<file path="src/rtl/core/indexed_array_list_engine_core_macros.svh">
// Assertion macros shared by the list engine RTL.
// Depends on nothing; included by files that carry concurrent assertions.
`ifndef INDEXED_ARRAY_LIST_ENGINE_CORE_MACROS_SVH
`define INDEXED_ARRAY_LIST_ENGINE_CORE_MACROS_SVH

// Property checked on every rising clock edge outside reset.
`define IALE_ASSERT(label, clk, rst_n, prop, msg) \
    label: assert property (@(posedge clk) disable iff (!rst_n) (prop)) \
        else $error(msg);

// Expression that must never be true outside reset.
`define IALE_NEVER(label, clk, rst_n, expr, msg) \
    `IALE_ASSERT(label, clk, rst_n, !(expr), msg)

`endif

</file>
<file path="src/rtl/core/iale_pkg.sv">
// Shared types and codes of the indexed array list engine.
// Depends on nothing; imported by the core and its submodules.
package iale_pkg;

    localparam int unsigned KindW   = 3;
    localparam int unsigned IndexW  = 6;
    localparam int unsigned WordW   = 32;
    localparam int unsigned StatusW = 2;
    localparam int unsigned CountW  = 7;

    localparam logic [KindW-1:0] KIND_PUSH   = 3'd0;
    localparam logic [KindW-1:0] KIND_POP    = 3'd1;
    localparam logic [KindW-1:0] KIND_READ   = 3'd2;
    localparam logic [KindW-1:0] KIND_INSERT = 3'd3;
    localparam logic [KindW-1:0] KIND_DELETE = 3'd4;
    localparam logic [KindW-1:0] KIND_FIND   = 3'd5;
    localparam logic [KindW-1:0] KIND_REMOVE = 3'd6;

    localparam logic [StatusW-1:0] STATUS_OK    = 2'd0;
    localparam logic [StatusW-1:0] STATUS_RANGE = 2'd1;
    localparam logic [StatusW-1:0] STATUS_EMPTY = 2'd2;
    localparam logic [StatusW-1:0] STATUS_FULL  = 2'd3;

    typedef enum logic [1:0] {
        ST_IDLE,
        ST_START,
        ST_SCAN,
        ST_FINISH
    } t_state;

    typedef struct packed {
        logic [KindW-1:0]         kind;
        logic [IndexW-1:0]        index;
        logic signed [WordW-1:0]  value;
    } t_req;

    typedef struct packed {
        logic [StatusW-1:0]       status;
        logic signed [WordW-1:0]  read_value;
        logic                     found;
        logic [IndexW-1:0]        match_index;
        logic [CountW-1:0]        count;
        logic                     is_empty;
    } t_rsp;

endpackage

</file>
<file path="src/rtl/core/iale_ram.sv">
// Generic single-write, single-read RAM with a registered read port.
// Depends on nothing; used for the element store of the list engine.
module iale_ram #(
    parameter int unsigned WIDTH = 32,
    parameter int unsigned DEPTH = 64
) (
    input  logic                       i_clk,
    input  logic                       i_we,
    input  logic [$clog2(DEPTH)-1:0]   i_waddr,
    input  logic [WIDTH-1:0]           i_wdata,
    input  logic                       i_re,
    input  logic [$clog2(DEPTH)-1:0]   i_raddr,
    output logic [WIDTH-1:0]           o_rdata
);

    logic [WIDTH-1:0] r_mem [DEPTH];
    logic [WIDTH-1:0] r_rdata;

    always_ff @(posedge i_clk) begin
        if (i_we) begin
            r_mem[i_waddr] <= i_wdata;
        end
        if (i_re) begin
            r_rdata <= r_mem[i_raddr];
        end
    end

    assign o_rdata = r_rdata;

endmodule

</file>
<file path="src/rtl/core/indexed_array_list_engine_core.sv">
// Top level of the indexed array list engine: sequencer, step unit and store.
// Depends on iale_pkg, iale_ram and indexed_array_list_engine_core_macros.svh.
//
// Usage: requests arrive on the input channel (i_in_valid, o_in_ready,
// i_in_data) and each one yields exactly one result transaction on the output
// channel (o_out_valid, i_out_ready, o_out_data). One request is worked on at a
// time; o_in_ready is high only while the sequencer is idle and the result
// register is free or being taken in the same cycle, so a request is taken
// only once the previous one has left the sequencer.
// Path from acceptance to result valid: push and every error go from start
// straight to finish; pop, read, insert, delete, find and remove pass through
// the scan state between them. The walk is bound by the single read port of
// the store: one element is read per cycle and, in the next cycle, compared
// or moved by the shared compare and address step unit while the next read is
// already issued.
// Reset (synchronous, active low) empties the list and drops any pending
// result; the store itself is not cleared, since only entries below the count
// are ever read. When the receiver stalls, the result waits in its register
// and no new request is taken until that transaction completes.
module indexed_array_list_engine_core #(
    parameter int unsigned CAPACITY = 64
) (
    input  logic           i_clk,
    input  logic           i_rst_n,
    input  logic           i_in_valid,
    output logic           o_in_ready,
    input  iale_pkg::t_req i_in_data,
    output logic           o_out_valid,
    input  logic           i_out_ready,
    output iale_pkg::t_rsp o_out_data
);
    import iale_pkg::*;

`include "indexed_array_list_engine_core_macros.svh"

    // Address width of the store, width of a count that can reach CAPACITY,
    // and widths that fit both a count or an address and the fixed port fields.
    localparam int unsigned AW = $clog2(CAPACITY);
    localparam int unsigned LW = $clog2(CAPACITY + 1);
    localparam int unsigned CW = (LW > IndexW) ? LW : IndexW;
    localparam int unsigned NW = (LW > CountW) ? LW : CountW;
    localparam int unsigned FW = (AW > IndexW) ? AW : IndexW;

    t_state             r_state, n_state;
    t_req               r_req,   n_req;
    logic [LW-1:0]      r_len,   n_len;
    logic [AW-1:0]      r_rp,    n_rp;
    logic [LW-1:0]      r_left,  n_left;
    logic               r_down,  n_down;
    logic               r_pv,    n_pv;
    logic [AW-1:0]      r_pa,    n_pa;
    logic [LW-1:0]      r_w,     n_w;
    logic               r_hit,   n_hit;
    logic [AW-1:0]      r_fidx,  n_fidx;
    logic [WordW-1:0]   r_rv,    n_rv;
    logic [StatusW-1:0] r_status, n_status;
    logic               r_ovalid, n_ovalid;
    t_rsp               r_out,   n_out;

    logic               in_accept;
    logic               issue;
    logic               mem_we, mem_re;
    logic [AW-1:0]      mem_waddr, mem_raddr;
    logic [WordW-1:0]   mem_wdata, mem_rdata;

    logic [CW-1:0]      idx_c;
    logic [LW-1:0]      idx_l;
    logic               idx_bad, is_full, is_zero;
    logic [LW-1:0]      len_m1;
    logic               match;
    logic [NW-1:0]      cnt_ext;
    logic [FW-1:0]      fidx_ext;

    assign in_accept = i_in_valid && o_in_ready;
    assign o_in_ready = (r_state == ST_IDLE) && (!r_ovalid || i_out_ready);

    // Bounds checks on the stored request against the current count.
    assign idx_c   = CW'(r_req.index);
    assign idx_l   = idx_c[LW-1:0];
    assign idx_bad = idx_c >= CW'(r_len);
    assign is_full = r_len == LW'(CAPACITY);
    assign is_zero = r_len == '0;
    assign len_m1  = r_len - LW'(1);

    // Shared compare unit of the walk.
    assign match = mem_rdata == r_req.value;

    // A read is issued while elements remain and no match has ended a find.
    assign issue = (r_state == ST_SCAN) && (r_left != '0) && !r_hit;

    iale_ram #(
        .WIDTH (WordW),
        .DEPTH (CAPACITY)
    ) u_store (
        .i_clk   (i_clk),
        .i_we    (mem_we),
        .i_waddr (mem_waddr),
        .i_wdata (mem_wdata),
        .i_re    (mem_re),
        .i_raddr (mem_raddr),
        .o_rdata (mem_rdata)
    );

    // Next state.
    always_comb begin
        n_state = r_state;
        case (r_state)
            ST_IDLE: begin
                if (in_accept) begin
                    n_state = ST_START;
                end
            end
            ST_START: begin
                n_state = ST_FINISH;
                case (r_req.kind)
                    KIND_POP:    if (!is_zero) n_state = ST_SCAN;
                    KIND_READ:   if (!idx_bad) n_state = ST_SCAN;
                    KIND_INSERT: if (!idx_bad && !is_full) n_state = ST_SCAN;
                    KIND_DELETE: if (!idx_bad) n_state = ST_SCAN;
                    KIND_FIND:   n_state = ST_SCAN;
                    KIND_REMOVE: n_state = ST_SCAN;
                    default:     n_state = ST_FINISH;
                endcase
            end
            ST_SCAN: begin
                // The element in flight, if any, is handled in this cycle.
                if (!issue) begin
                    n_state = ST_FINISH;
                end
            end
            ST_FINISH: begin
                n_state = ST_IDLE;
            end
            default: begin
                n_state = ST_IDLE;
            end
        endcase
    end

    // Datapath, store control and result.
    always_comb begin
        n_req    = r_req;
        n_len    = r_len;
        n_rp     = r_rp;
        n_left   = r_left;
        n_down   = r_down;
        n_pv     = 1'b0;
        n_pa     = r_pa;
        n_w      = r_w;
        n_hit    = r_hit;
        n_fidx   = r_fidx;
        n_rv     = r_rv;
        n_status = r_status;
        n_ovalid = r_ovalid;
        n_out    = r_out;
        mem_we    = 1'b0;
        mem_waddr = r_pa;
        mem_wdata = mem_rdata;
        mem_re    = 1'b0;
        mem_raddr = r_rp;
        cnt_ext   = '0;
        fidx_ext  = '0;

        if (r_ovalid && i_out_ready) begin
            n_ovalid = 1'b0;
        end

        case (r_state)
            ST_IDLE: begin
                if (in_accept) begin
                    n_req = i_in_data;
                end
            end
            ST_START: begin
                n_status = STATUS_OK;
                n_hit    = 1'b0;
                n_fidx   = '0;
                n_rv     = '0;
                n_w      = '0;
                n_down   = 1'b0;
                n_rp     = '0;
                n_left   = '0;
                case (r_req.kind)
                    KIND_PUSH: begin
                        if (is_full) begin
                            n_status = STATUS_FULL;
                        end else begin
                            mem_we    = 1'b1;
                            mem_waddr = r_len[AW-1:0];
                            mem_wdata = r_req.value;
                        end
                    end
                    KIND_POP: begin
                        if (is_zero) begin
                            n_status = STATUS_EMPTY;
                        end else begin
                            n_rp   = len_m1[AW-1:0];
                            n_left = LW'(1);
                        end
                    end
                    KIND_READ: begin
                        if (idx_bad) begin
                            n_status = STATUS_RANGE;
                        end else begin
                            n_rp   = idx_l[AW-1:0];
                            n_left = LW'(1);
                        end
                    end
                    KIND_INSERT: begin
                        // Walk from the last element down to the index.
                        if (idx_bad) begin
                            n_status = STATUS_RANGE;
                        end else if (is_full) begin
                            n_status = STATUS_FULL;
                        end else begin
                            n_rp   = len_m1[AW-1:0];
                            n_left = r_len - idx_l;
                            n_down = 1'b1;
                        end
                    end
                    KIND_DELETE: begin
                        // Walk from the element after the index up to the end.
                        if (idx_bad) begin
                            n_status = STATUS_RANGE;
                        end else begin
                            n_rp   = idx_l[AW-1:0] + AW'(1);
                            n_left = len_m1 - idx_l;
                        end
                    end
                    KIND_FIND, KIND_REMOVE: begin
                        n_left = r_len;
                    end
                    default: begin
                        n_left = '0;
                    end
                endcase
            end
            ST_SCAN: begin
                if (issue) begin
                    mem_re    = 1'b1;
                    mem_raddr = r_rp;
                    n_rp      = r_down ? (r_rp - AW'(1)) : (r_rp + AW'(1));
                    n_left    = r_left - LW'(1);
                    n_pv      = 1'b1;
                    n_pa      = r_rp;
                end
                if (r_pv) begin
                    case (r_req.kind)
                        KIND_POP, KIND_READ: begin
                            n_rv = mem_rdata;
                        end
                        KIND_INSERT: begin
                            mem_we    = 1'b1;
                            mem_waddr = r_pa + AW'(1);
                        end
                        KIND_DELETE: begin
                            mem_we    = 1'b1;
                            mem_waddr = r_pa - AW'(1);
                        end
                        KIND_FIND: begin
                            if (match && !r_hit) begin
                                n_hit  = 1'b1;
                                n_fidx = r_pa;
                            end
                        end
                        KIND_REMOVE: begin
                            // Keep non-matching words, packed toward the front.
                            if (!match) begin
                                mem_we    = 1'b1;
                                mem_waddr = r_w[AW-1:0];
                                n_w       = r_w + LW'(1);
                            end
                        end
                        default: begin
                            mem_we = 1'b0;
                        end
                    endcase
                end
            end
            ST_FINISH: begin
                if (r_status == STATUS_OK) begin
                    case (r_req.kind)
                        KIND_PUSH:   n_len = r_len + LW'(1);
                        KIND_POP:    n_len = len_m1;
                        KIND_INSERT: begin
                            mem_we    = 1'b1;
                            mem_waddr = idx_l[AW-1:0];
                            mem_wdata = r_req.value;
                            n_len     = r_len + LW'(1);
                        end
                        KIND_DELETE: n_len = len_m1;
                        KIND_REMOVE: n_len = r_w;
                        default:     n_len = r_len;
                    endcase
                end
                cnt_ext  = NW'(n_len);
                fidx_ext = FW'(r_fidx);
                n_out.status      = r_status;
                n_out.read_value  = ((r_status == STATUS_OK) &&
                                     ((r_req.kind == KIND_POP) ||
                                      (r_req.kind == KIND_READ))) ? r_rv : '0;
                n_out.found       = (r_req.kind == KIND_FIND) && r_hit;
                n_out.match_index = ((r_req.kind == KIND_FIND) && r_hit) ?
                                    fidx_ext[IndexW-1:0] : '0;
                n_out.count       = cnt_ext[CountW-1:0];
                n_out.is_empty    = n_len == '0;
                n_ovalid          = 1'b1;
            end
            default: begin
                n_pv = 1'b0;
            end
        endcase
    end

    always_ff @(posedge i_clk) begin
        if (!i_rst_n) begin
            r_state  <= ST_IDLE;
            r_len    <= '0;
            r_ovalid <= 1'b0;
            r_pv     <= 1'b0;
        end else begin
            r_state  <= n_state;
            r_len    <= n_len;
            r_ovalid <= n_ovalid;
            r_pv     <= n_pv;
        end
    end

    always_ff @(posedge i_clk) begin
        r_req    <= n_req;
        r_rp     <= n_rp;
        r_left   <= n_left;
        r_down   <= n_down;
        r_pa     <= n_pa;
        r_w      <= n_w;
        r_hit    <= n_hit;
        r_fidx   <= n_fidx;
        r_rv     <= n_rv;
        r_status <= n_status;
        r_out    <= n_out;
    end

    assign o_out_valid = r_ovalid;
    assign o_out_data  = r_out;

    // The count can never pass the capacity of the store.
    `IALE_NEVER(a_len_bound, i_clk, i_rst_n, r_len > LW'(CAPACITY),
        "list count exceeds capacity")
    // A walk never reads the word that is being written in the same cycle.
    `IALE_NEVER(a_no_rw_clash, i_clk, i_rst_n,
        mem_we && mem_re && (mem_waddr == mem_raddr),
        "store read and write hit the same entry")
    // A new result only appears out of the finish step.
    `IALE_ASSERT(a_result_source, i_clk, i_rst_n,
        $rose(o_out_valid) |-> $past(r_state == ST_FINISH),
        "result raised outside the finish step")
    // A walk never has more reads left than elements in the list.
    `IALE_NEVER(a_walk_bound, i_clk, i_rst_n,
        (r_state == ST_SCAN) && (r_left > r_len),
        "walk length exceeds list count")

endmodule
</file>
<file path="config.mk">
export PLATFORM = sky130hd
export DESIGN_NAME = indexed_array_list_engine_core
export DESIGN_NICKNAME = d
export VERILOG_FILES = /design/src/rtl/core/iale_pkg.sv /design/src/rtl/core/iale_ram.sv /design/src/rtl/core/indexed_array_list_engine_core.sv
export VERILOG_INCLUDE_DIRS = /design/src /design/src/rtl/core
export SDC_FILE = /design/constraint.sdc
export NUM_CORES = 2
export LEC_CHECK = 0
export ABC_AREA = 1
export ABC_CLOCK_PERIOD_IN_PS = 10800
export CORE_MARGIN = 2
export CORE_UTILIZATION = 45
export CTS_CLUSTER_DIAMETER = 120
export DETAILED_ROUTE_END_ITERATION = 10
export DONT_BUFFER_PORTS = 1
export PLACE_DENSITY_LB_ADDON = 0.08
export RECOVER_POWER = 50
export SYNTH_ARGS = -nofsm -noshare
export SYNTH_HDL_FRONTEND = slang
export SYNTH_SLANG_ARGS = --single-unit
</file>
<file path="constraint.sdc">
create_clock -name i_clk -period 10.8 [get_ports i_clk]
set_input_delay 1.08 -clock i_clk [delete_from_list [all_inputs] [get_ports i_clk]]
set_output_delay 1.08 -clock i_clk [all_outputs]
set_load 0.005 [all_outputs]
</file>
==> impl_table.tex <==
\begin{tabular}{lr}
\hline
Metric & Value \\
\hline
\multicolumn{2}{l}{\textbf{Worst setup path}} \\
\quad Worst Setup Path Type & reg2reg \\
\quad Terminus of the critical flop-to-flop path & u\_store.r\_mem[23][18] \\
\quad Register-to-Register Path Depth & 7 \\
\quad Data required time at the worst endpoint & 11.07 ns \\
\quad Largest fanout on the critical path & 64 \\
\quad Worst R2R Start & r\_state[0] \\
\quad Setup crit start kind & register \\
\quad Setup slack, reg-to-reg & between 3 and 4 ns \\
\quad Arrival time at the worst endpoint & 7.99 ns \\
\quad Endpoint class of the critical path & register \\
\multicolumn{2}{l}{\textbf{Drt}} \\
\quad First drt pass iteration count & 6 \\
\quad Remaining antenna violation count after routing & 0 \\
\quad Number of DRC violations after detailed routing & 0 \\
\quad Routed len/inst & 28.6 microns \\
\quad Met2 wire length & 126,000 microns \\
\quad Met1 routed wirelength after detailed routing & 124,000 microns \\
\quad Post-detailed-route via-to-cell ratio & 5.94 \\
\quad Highest layer used for signal routing & met5 \\
\quad Vias after detailed routing & a little under 60,000 \\
\quad Final WL & 281,000 microns \\
\quad Number of DRC markers after the initial detailed-route iteration & $\sim$7,500 \\
\quad Routed wl met3 & 23,000 microns \\
\multicolumn{2}{l}{\textbf{Placement}} \\
\quad Worst slack at placement & around 5.1 ns \\
\quad Post-Place Cell Area & between 0.09 and 0.1 sq mm \\
\quad HPWL after detailed placement & 154,000 microns \\
\quad Total of buffers placed on input and output ports & 0 \\
\quad Final weighted congestion in routability-driven placement & approximately 0.90 \\
\multicolumn{2}{l}{\textbf{Final layout}} \\
\quad Multi-input logic area & $\sim$0.021 sq mm \\
\quad Final Net Count & 7,039 \\
\quad FF+latch area & 0.0674 sq mm \\
\quad Summed area of non-filler cells in the final layout & 0.101 sq mm \\
\quad Filler cell count & 17,275 \\
\quad Share of cells above drive strength 1 & 8.57\% \\
\quad Area added between synthesis and finish & 11.8\% \\
\multicolumn{2}{l}{\textbf{Yosys}} \\
\quad Net count after synthesis & 7,112 \\
\quad Sequential share of the synthesized area & 74.8\% \\
\quad Async SR Flop Fraction & 0\% \\
\quad Number of distinct library cells after synthesis & 58 \\
\quad Number of warnings printed during yosys synthesis & 0 \\
\quad Count of state elements after synthesis & between 2,000 and 2,500 \\
\quad Post-synthesis area per instance & 12.8 sq um \\
\quad Post-synthesis cell area & 0.0902 sq mm \\
\quad Cells after Synth & 7,033 \\
\quad Number of flops mapped to enable cells by yosys & 2,238 \\
\quad Predominant post-synthesis flop cell & sky130\_fd\_sc\_hd\_\_edfxtp\_1 \\
\multicolumn{2}{l}{\textbf{Timing}} \\
\quad Part of the cycle the worst path needs & about 70\% \\
\quad Fin worst setup slack & 3.08 ns \\
\quad Unrepaired setup endpoints after global routing & false \\
\quad Post-layout minimum cycle time & 7.72 ns \\
\quad Slew at the pin closest to its max-slew limit & between 4 and 5 ns \\
\quad Worst clock skew on the final layout & 0.0632 ns \\
\quad Headroom to the max-slew limit & -190\% \\
\quad Number of max-slew violations in the final report & 449 \\
\quad Final Setup Violations & 0 \\
\quad Final hold viol count & 0 \\
\quad Final TNS setup & 0 ns \\
\quad Fmax achieved & 130 MHz \\
\multicolumn{2}{l}{\textbf{Hold path}} \\
\quad Number of cells on the worst hold path & 0 \\
\quad Hold wc startpoint & i\_in\_data[29] \\
\quad Class of the most critical hold timing path & in2reg \\
\quad End point of the worst hold path & r\_req[29] \\
\multicolumn{2}{l}{\textbf{CTS}} \\
\quad H-tree depth & 4 \\
\quad Number of gates resized after cts & 0 \\
\quad Count of buffers added by post-CTS timing repair for setup & 0 \\
\quad Buffer depth of the longest clock path & 3 \\
\quad TritonCTS clock tree & yes \\
\quad Clock Sinks & 2,249 \\
\quad Cts-stage hold buffer count & 0 \\
\quad CTS root buffer & sky130\_fd\_sc\_hd\_\_clkbuf\_16 \\
\quad Clock slew at the register clock pins of the worst setup and hold paths & 0.06 ns \\
\quad Number of buffers created by CTS & 234 \\
\quad Clock latency at the later pin of the worst-skew pair & roughly 0.9 ns \\
\multicolumn{2}{l}{\textbf{GRT}} \\
\quad Number of global-route vias before repair & 54,504 \\
\quad Grt total ovfl & 0 \\
\quad Total global routing track utilization & 27.0\% \\
\quad Pin count of the biggest net entering global routing & 175 \\
\quad Number of antenna violations at the first check in global routing & 26 \\
\quad Wire length of the first global-routing pass & 400,000 microns \\
\multicolumn{2}{l}{\textbf{Power and ir drop}} \\
\quad Switching share of total power & 40.5\% \\
\quad Worst ir drop on vdd & 243 uV \\
\quad Pleak & 32.5 nW \\
\quad Logic pwr share & a little over a third \\
\quad Switch Pwr & 12.0 mW \\
\quad Sequential share of power & 37.9\% \\
\quad Internal power & roughly 18 mW \\
\quad Portion of total power attributed to the clock network & 25.9\% \\
\quad Power per cell area & 295 mW/mm\^{}2 \\
\multicolumn{2}{l}{\textbf{Status}} \\
\quad Outcome & complete, but fails checks \\
\quad Violated checks & capacitance limit, slew limit \\
\multicolumn{2}{l}{\textbf{Die}} \\
\quad Rows & between 150 and 200 \\
\quad Die Span X & $\sim$450 microns \\
\quad Total die area & just over 0.2 sq mm \\
\quad Effective utilization at floorplan & 45.2\% \\
\quad Number of top-level design ports & 96 \\
\quad Floorplan die height & between 400 and 500 microns \\
\quad Floorplan Core Area & $\sim$0.2 sq mm \\
\multicolumn{2}{l}{\textbf{Job}} \\
\quad \# Max-Cap Violations & 10 \\
\hline
\end{tabular}
[synth_stat cells, types with 9 or more instances]
cell type | instances | area share, %
sky130_fd_sc_hd__inv_2 | 14 | 0.058
sky130_fd_sc_hd__nor2_1 | 1502 | 6.3
sky130_fd_sc_hd__nand3_1 | 36 | 0.20
sky130_fd_sc_hd__o221ai_1 | 14 | 0.14
sky130_fd_sc_hd__o32ai_1 | 22 | 0.21
sky130_fd_sc_hd__a21oi_1 | 49 | 0.27
sky130_fd_sc_hd__xor2_1 | 14 | 0.14
sky130_fd_sc_hd__o21ai_1 | 15 | 0.083
sky130_fd_sc_hd__nand2_1 | 274 | 1.1
sky130_fd_sc_hd__inv_1 | 189 | 0.79
sky130_fd_sc_hd__edfxtp_1 | 2238 | 75
sky130_fd_sc_hd__xnor2_1 | 25 | 0.24
sky130_fd_sc_hd__o22ai_1 | 653 | 4.5
sky130_fd_sc_hd__o21ai_0 | 1360 | 7.5
sky130_fd_sc_hd__ha_1 | 30 | 0.42
sky130_fd_sc_hd__dfxtp_1 | 11 | 0.24
sky130_fd_sc_hd__clkbuf_1 | 370 | 1.5
sky130_fd_sc_hd__nand3_2 | 13 | 0.14
sky130_fd_sc_hd__buf_1 | 12 | 0.050
sky130_fd_sc_hd__nand2_4 | 9 | 0.11
sky130_fd_sc_hd__nor3_1 | 11 | 0.061
sky130_fd_sc_hd__buf_2 | 78 | 0.43
[cell usage in the layout (no fill, tap or decap), drive strengths merged, types with 7 or more instances in the layout]
master  instances
o211ai          7
xor2           14
clkinv        134
edfxtp       2238
clkbuf        291
diode          14
bufinv         13
o32ai          22
nand4           7
nand3          53
xnor2          25
dfxtp          11
buf           149
a31oi           8
o22ai         653
o21ai        1376
nand2         291
nor3           12
or2             7
nor2         1508
o221ai         14
a21oi          52
inv           212
ha             30
[final cells by class]
type                    count  area share (%)
flip-flops and latches   2249            66.9
well taps                2656            3.30
repair buffers            159            1.27
multi-input cells        4106            20.5
clock buffers             281            5.98
inverters                 210           0.813
diodes                     14          0.0348
clock inverters           151            1.19
[sequential cells by signal, indices dropped and copies added, names as in the netlist]
name,cells
u_store.r_mem,2048
o_out_data,49
r_req,35
r_rv,32
u_store.o_rdata,32
r_left,7
r_len,7
r_w,7
idx_c,6
r_fidx,6
r_pa,6
r_rp,6
r_state,2
r_status,2
o_out_valid,1
r_down,1
r_hit,1
r_pv,1
[worst max-delay path by stage]
stage | end | startpoint | slack, ns | depth (start not counted)
floorplan | u_store.r_mem[0][12] | r_state[0] | 5.73 | 6
global placement | u_store.o_rdata[20] | r_rp[0] | 5.23 | 10
detailed placement | u_store.o_rdata[20] | r_rp[0] | 5.15 | 10
CTS | u_store.o_rdata[20] | r_rp[0] | 5.17 | 10
global route | u_store.r_mem[28][18] | r_state[0] | 2.53 | 7
finish | u_store.r_mem[23][18] | r_state[0] | 3.08 | 7
[metal layers]
metal,GRT usage [%],vias to the layer above
li1,-,25918
met1,40.0,29655
met2,40.9,2407
met3,4.70,400
met4,7.99,8
met5,0,-
[metrics by stage]
step                utilization [%]  total power [mW]  std cells  hold slack (ns)
finish                         50.5              29.8       9826            0.292
CTS                            50.6              29.8       9811            0.232
global route                   50.5              31.0       9816            0.252
global placement               47.0              22.1       9377            0.494
floorplan                         -              17.3       7033            0.424
detailed placement             47.0              22.1       9379            0.499
[worst max-delay path, cell delays in order, from the launching register on]
cell and delay (ns):
sky130_fd_sc_hd__dfxtp_1 0.39, sky130_fd_sc_hd__ha_1 0.16, sky130_fd_sc_hd__clkbuf_1 2.29, sky130_fd_sc_hd__inv_1 0.78
sky130_fd_sc_hd__o21ai_0 0.38, sky130_fd_sc_hd__clkbuf_1 0.91, sky130_fd_sc_hd__o21ai_0 0.18, sky130_fd_sc_hd__nand2_1 1.95
[cell families (layout without fill, tap and decap cells)]
kind of cell             count (synthesis)  in the layout  synth area share, %
adder cells (fa/ha/maj)                 34             34                0.505
flip-flops                            2249           2249                 74.8
other                                    0             14                    0
buffers and inverters                  678            801                 2.98
XOR/XNOR                                39             39                0.379
AO/OA/AOI/OAI                         2149           2149                 13.1
AND/OR/NAND/NOR                       1884           1884                 8.28
[power groups by stage]
stage	clock (mW)	sequential, mW	combinational [mW]
after floorplan	0	11.4	5.97
after global routing	8.15	11.3	11.5
after CTS	7.81	11.3	10.7
final	7.70	11.3	10.8
after detailed placement	0	11.4	10.7
after global placement	0	11.4	10.6
(Power assumes the default switching activity.)
